<file path="src/hw/rtl/hbpq_pkg.sv">
// shared types and codes for the binary heap priority queue
`default_nettype none
package hbpq_pkg;

    localparam int DATA_W  = 32;
    localparam int COUNT_W = 11;
    localparam int STAT_W  = 2;

    // request kinds
    localparam logic REQ_INSERT = 1'b0;
    localparam logic REQ_DELETE = 1'b1;

    // result status codes
    localparam logic [STAT_W-1:0] ST_DONE  = 2'd0;
    localparam logic [STAT_W-1:0] ST_FULL  = 2'd1;
    localparam logic [STAT_W-1:0] ST_EMPTY = 2'd2;

    // read port a address select
    localparam logic [1:0] RD_LEFT   = 2'd0;
    localparam logic [1:0] RD_PARENT = 2'd1;
    localparam logic [1:0] RD_LAST   = 2'd2;

    typedef struct packed {
        logic       ins_start;
        logic       del_start;
        logic       rej_full;
        logic       rej_empty;
        logic       load_cur;
        logic       step_up;
        logic       step_dn;
        logic       wr_cur;
        logic [1:0] rd_sel;
        logic       load_out;
    } hbpq_cmd_t;

    typedef struct packed {
        logic full;
        logic empty;
        logic pos_zero;
        logic count_zero;
        logic child_none;
        logic up_move;
        logic dn_move;
    } hbpq_sts_t;

    // true when x belongs strictly above y; order 0 max-heap, 1 min-heap
    function automatic logic ahead(input logic order, input logic signed [DATA_W-1:0] x,
                                   input logic signed [DATA_W-1:0] y);
        ahead = order ? (x < y) : (x > y);
    endfunction

endpackage
`default_nettype wire

</file>
<file path="src/hw/rtl/hbpq_ctrl.sv">
// request sequencer for the heap engine
`default_nettype none
module hbpq_ctrl (
    input  wire logic               aclk,
    input  wire logic               aresetn,
    input  wire logic               s_tvalid,
    output logic                    s_tready,
    input  wire logic               s_req,
    output logic                    m_tvalid,
    input  wire logic               m_tready,
    input  wire hbpq_pkg::hbpq_sts_t sts,
    output hbpq_pkg::hbpq_cmd_t     cmd
);
    import hbpq_pkg::*;

    localparam logic [2:0] S_IDLE    = 3'd0;
    localparam logic [2:0] S_UP_CHK  = 3'd1;
    localparam logic [2:0] S_UP_CMP  = 3'd2;
    localparam logic [2:0] S_DN_LAST = 3'd3;
    localparam logic [2:0] S_DN_LOAD = 3'd4;
    localparam logic [2:0] S_DN_CHK  = 3'd5;
    localparam logic [2:0] S_DN_CMP  = 3'd6;
    localparam logic [2:0] S_RESP    = 3'd7;

    logic [2:0] state_reg, state_next;
    logic       out_valid_reg, out_valid_next;

    assign s_tready = (state_reg == S_IDLE);
    assign m_tvalid = out_valid_reg;

    always_comb begin
        state_next = state_reg;
        cmd        = '0;
        cmd.rd_sel = RD_LEFT;
        unique case (state_reg)
            S_IDLE: begin
                if (s_tvalid) begin
                    if (s_req == REQ_INSERT) begin
                        if (sts.full) begin
                            cmd.rej_full = 1'b1;
                            state_next   = S_RESP;
                        end else begin
                            cmd.ins_start = 1'b1;
                            state_next    = S_UP_CHK;
                        end
                    end else begin
                        if (sts.empty) begin
                            cmd.rej_empty = 1'b1;
                            state_next    = S_RESP;
                        end else begin
                            cmd.del_start = 1'b1;
                            state_next    = S_DN_LAST;
                        end
                    end
                end
            end
            S_UP_CHK: begin
                cmd.rd_sel = RD_PARENT;
                if (sts.pos_zero) begin
                    cmd.wr_cur = 1'b1;
                    state_next = S_RESP;
                end else begin
                    state_next = S_UP_CMP;
                end
            end
            S_UP_CMP: begin
                if (sts.up_move) begin
                    cmd.step_up = 1'b1;
                    state_next  = S_UP_CHK;
                end else begin
                    cmd.wr_cur = 1'b1;
                    state_next = S_RESP;
                end
            end
            S_DN_LAST: begin
                // fetch the last entry, nothing to sift if the heap just emptied
                cmd.rd_sel = RD_LAST;
                state_next = sts.count_zero ? S_RESP : S_DN_LOAD;
            end
            S_DN_LOAD: begin
                cmd.load_cur = 1'b1;
                state_next   = S_DN_CHK;
            end
            S_DN_CHK: begin
                cmd.rd_sel = RD_LEFT;
                if (sts.child_none) begin
                    cmd.wr_cur = 1'b1;
                    state_next = S_RESP;
                end else begin
                    state_next = S_DN_CMP;
                end
            end
            S_DN_CMP: begin
                if (sts.dn_move) begin
                    cmd.step_dn = 1'b1;
                    state_next  = S_DN_CHK;
                end else begin
                    cmd.wr_cur = 1'b1;
                    state_next = S_RESP;
                end
            end
            S_RESP: begin
                if (!out_valid_reg || m_tready) begin
                    cmd.load_out = 1'b1;
                    state_next   = S_IDLE;
                end
            end
            default: state_next = S_IDLE;
        endcase
    end

    always_comb begin
        if (cmd.load_out) begin
            out_valid_next = 1'b1;
        end else if (m_tready) begin
            out_valid_next = 1'b0;
        end else begin
            out_valid_next = out_valid_reg;
        end
    end

    always_ff @(posedge aclk) begin
        if (!aresetn) begin
            state_reg     <= S_IDLE;
            out_valid_reg <= 1'b0;
        end else begin
            state_reg     <= state_next;
            out_valid_reg <= out_valid_next;
        end
    end

endmodule
`default_nettype wire

</file>
<file path="config.mk">
export PLATFORM = sky130hd
export DESIGN_NAME = hbpq_ctrl
export DESIGN_NICKNAME = d
export VERILOG_FILES = /design/src/hw/rtl/hbpq_pkg.sv /design/src/hw/rtl/hbpq_ctrl.sv
export SDC_FILE = /design/constraint.sdc
export NUM_CORES = 1
export LEC_CHECK = 0
export ABC_AREA = 1
export BUFFER_PORTS_ARGS = -buffer_cell sky130_fd_sc_hd__buf_2
export CORE_AREA = 8 8 45 47
export CTS_CLUSTER_DIAMETER = 200
export DETAILED_ROUTE_END_ITERATION = 6
export DIE_AREA = 0 0 53 55
export SYNTH_ARGS = -nofsm -noshare
export SYNTH_HDL_FRONTEND = slang
export SYNTH_SLANG_ARGS = --single-unit
</file>
<file path="constraint.sdc">
create_clock -name aclk -period 2.7 [get_ports aclk]
set_input_delay 0.135 -clock aclk [delete_from_list [all_inputs] [get_ports aclk]]
set_output_delay 0.135 -clock aclk [all_outputs]
set_load 0.02 [all_outputs]
</file>
---- Word level (Yosys, flattened, before mapping) ----
Index checks and enable logic that the tools add are counted.
storage, ports and cells
  register bits ........................... 4
  word-level logic and storage cells ...... 52
cells by class
  equality and inequality tests ........... 9
  muxes and demuxes ....................... 36
  reduce and logical (&&, ||, !) cells .... 5
operator list
  operator                                                                number
  3-bit one-hot mux with 8 select lines                                   1
  1-bit 2-to-1 mux                                                        22
  3-bit 2-to-1 mux                                                        7
  3-bit equality test (second input constant)                             4
  4-bit 2-to-1 mux                                                        2
  3-bit by 2-bit equality test with 1-bit output (second input constant)  2
  2-bit 2-to-1 mux                                                        2
  2-bit != test (second input constant)                                   2
  1-bit one-hot mux with 4 select lines                                   1
  2-bit one-hot mux with 2 select lines                                   1
  3-bit by 1-bit equality test with 1-bit output (second input constant)  1
  3-bit zero test                                                         1
  2-bit AND reduction                                                     1
  2-bit nonzero test                                                      1
  1-bit zero test                                                         1
  1-bit logical OR                                                        1

---- Longest topological paths before layout ----
  depth after elaboration ................. 5
  mapped depth ............................ 8
  depth with buffers taken out ............ 7

---- Worst setup path before layout ----
OpenSTA, ideal clock, no wires.
  path type ............................... reg-to-output
  start point ............................. reg state_reg[0]
  end point ............................... out cmd[10] in the netlist's numbering
  arrival ................................. 1.353 ns
  required time ........................... 2.565 ns
  setup slack ............................. 1.212 ns
  stages on the path, launching flop included .. 7
  path buffers ............................ 1
  cells stage by stage .................... dfxtp_1 > buf_2 > nor2_1 > nand2_1 > inv_2 > nand2_1 > nor3_1
RTL lines
  item                    line              source
  from (decl)             hbpq_ctrl.sv:25   logic [2:0] state_reg, state_next;
  from (signal assigned)  hbpq_ctrl.sv:127  state_reg <= state_next;
  to (decl)               hbpq_ctrl.sv:12   output hbpq_pkg::hbpq_cmd_t cmd

==> summary.md <==
| Metric | Value |
|---|---|
| Fmax | `~660 MHz` |
| Detailed Route WL | `~1100 µm` |
| Row cnt | `14` |
| Top post-synthesis cells by count | `nand2_1, nor2_1, inv_1, nand3_1` |
| TritonCTS Sinks | `4` |
| Die Outline Area | `0.002915 mm²` |
| Setup TNS | `0 ns` |
| Grt total ovfl | `0` |
| Die height | `approximately 55 µm` |
| Antenna-violating nets left | `0` |
| Sink of the worst hold path | `m_tvalid$_SDFFE_PN0P_` |
| Total power | `roughly 0.53 mW` |
| Worst hold path cell count | `2` |
| Most frequent cell after synthesis | `nand2_1` |
| Router iterations before antenna repair | `3` |
| Root buffer cell | `clkbuf_4` |
| Vias per inst | `about 4.7` |
| Core Region | `~0.0014 mm²` |
| Synth Instances | `68` |
| Slowest stage cell, crit path | `dfxtp_1` |
| Cell taking the most area after synthesis | `dfxtp_1` |
| Synthesized net count | `80` |
| Req. time, crit path | `between 2 and 3 ns` |
| Register Area | `80.08 µm²` |
| WL/cell | `~10 µm` |
| Cell breakdown of the critical path | `nor2_1, nand2_1, inv_2, nand2_1, nor3_1, buf_2` |
| Fin crit period | `1.524 ns` |
| VDD IR max | `339.6 µV` |
| Starting density of the core | `approximately 27%` |
| Worst setup SP type | `register` |
| Gp weighted congestion | `about 0.75` |
| Synth Warn # | `0` |
| Critical path class | `reg -> out` |
| Core Util, Final | `around two fifths` |
| Worst skew pair latency | `between 0.2 and 0.25 ns` |
| Final Hold Viols | `0` |
| DRC viols | `0` |
| R2R Path Start | `state_reg[0]$_SDFFE_PN0P_` |
| Slew @ Worst Pin | `roughly 0.35 ns` |
| Initial antenna violation count | `0` |
| Period utilization | `around 56%` |
| Clk_skew | `0.004372 ns` |
| CTS buffer count | `3` |
| CTS tree | `yes` |
| Top post-synthesis cells by area | `dfxtp_1, nand2_1, nor2_1, inv_1, nand3_1` |
| CP peak stage delay | `approximately 0.41 ns` |
| Nets | `between 100 and 150` |
| Hold Crit Start | `aresetn` |
| Pin count of the biggest net entering global routing | `12` |
| Fillers | `156` |
| Gr usage total | `under 10%` |
| R2r setup slk | `1.49 ns` |
| Maxcap violations | `0` |
| Die Wd | `~53 µm` |
| Area delta synth->final | `39.87%` |
| Worst path top cell family by delay | `simple AND/OR/NAND/NOR gates` |
| Vias in the first global route | `around 490` |
| I/O Buffers | `24` |
| Post_cts resized | `0` |
| Synth top area share | `a little over a fifth` |
| Cell area after synthesis | `between 300 and 400 µm²` |
| Hold Crit Class | `in -> reg` |
| Layout cells sized above 1 | `approximately 38%` |
| Crit end category | `output port` |
| Antenna Cells | `0` |
| Final setup vio count | `0` |
| Register area share after synthesis | `21.26%` |
| Dpl hpwl | `about 940 µm` |
| DRC violation total after the first TritonRoute iteration | `3` |
| CTS clk-pin slew, worst paths | `about 0.040 ns` |
| Post-synth ARST share | `0%` |
| P_leak | `between 0.3 and 0.4 nW` |
| Post-synth EDFFs | `0` |
| # IOs | `25` |
| PwrDens | `about 1000 mW/mm²` |
| FF-to-FF End | `state_reg[1]$_SDFFE_PN0P_` |
| Mapped Avg Cell Area | `5.538 µm²` |
| Global-route wire length before repair | `around 1900 µm` |
| Most Frequent Cell on Critical Path | `nand2_1` |
| Via count | `a little over 500` |
| Unrepaired setup endpoints after global routing | `no` |
| Setup Buffers After CTS | `0` |
| Slew Limit Fails | `0` |
| Synth cell types | `18` |
| Hold_buf cts | `0` |
| Top_reg_cell synth | `dfxtp_1` |
| Slew margin rel. | `76.46%` |
| Arr. time, crit path | `1.39 ns` |
| Status | `finished clean` |
| H-tree levels | `1` |
| R2R depth | `6` |
| Largest fanout on the critical path | `11` |
| Flip-flop count of the largest register after layout | `3` |
| Clock Path Buffers | `2` |
| Yosys reg bits | `4` |
| Buf/Inv on CP | `2` |
| Area occupied by multi-input gates | `around 240 µm²` |
==> routing by layer <==
metal	vias up	share of wire, %	track usage, %
li1	272	-	-
met1	228	42	8.346
met2	12	52	14.26
met3	0	6.1	3.743
met4	0	0	5.172
met5	-	0	0
==> final cells by class <==
| cell class | count | area share (%) |
|---|---|---|
| Inverter | 11 | 7.838 |
| Tap cell | 16 | 3.800 |
| Sequential cell | 4 | 15.20 |
| Multi-Input combinational cell | 51 | 46.08 |
| Clock buffer | 3 | 4.276 |
| Timing Repair Buffer | 24 | 22.80 |
==> cell families (layout without fill, tap and decap cells) <==
kind of cell,Yosys count,count (layout),share of synthesized area [%]
flops,4,4,21.26
buf+inv,13,38,14.29
simple gates,46,46,56.15
compound gates,5,5,8.306
==> worst max path at each step <==
stage          cells past startpoint                 startpoint  endpoint
3_5_place_dp                       6  state_reg[0]$_SDFFE_PN0P_    cmd[9]
5_1_grt                            6  state_reg[0]$_SDFFE_PN0P_    cmd[9]
6_report                           6  state_reg[0]$_SDFFE_PN0P_    cmd[9]
2_1_floorplan                      6  state_reg[0]$_SDFFE_PN0P_   cmd[10]
4_1_cts                            6  state_reg[0]$_SDFFE_PN0P_    cmd[9]
3_3_place_gp                       6  state_reg[0]$_SDFFE_PN0P_   cmd[10]
==> through the flow <==
step | hold slack [ns] | area [µm²] | cells | setup slack, ns
after global placement | 0.3637 | 504.2 | 106 | 1.457
final | 0.1163 | 526.8 | 109 | 1.176
after CTS | 0.1152 | 526.8 | 109 | 1.163
after floorplan | 0.2525 | 376.6 | 68 | 1.212
after detailed placement | 0.3603 | 504.2 | 106 | 1.426
after global routing | 0.1269 | 526.8 | 109 | 1.015
==> report_power, final <==
part	leakage, nW	total, mW	internal (mW)	switching [mW]
Clock	0.0138	0.0763	0.0499	0.0264
Sequential	0.0331	0.128	0.0814	0.0468
Combinational	0.268	0.329	0.109	0.219
==> placed cells by master (no fill, tap or decap), drive strengths merged <==
| cell | count |
|---|---|
| dfxtp | 4 |
| inv | 11 |
| nand4 | 2 |
| buf | 24 |
| o2111ai | 1 |
| nor4 | 2 |
| nand2 | 18 |
| a21oi | 2 |
| nor2 | 15 |
| o21a | 1 |
| nand3 | 5 |
| clkbuf | 3 |
| o21ai | 1 |
| nor3 | 4 |
No activity file was read; power rests on OpenSTA's default activity.
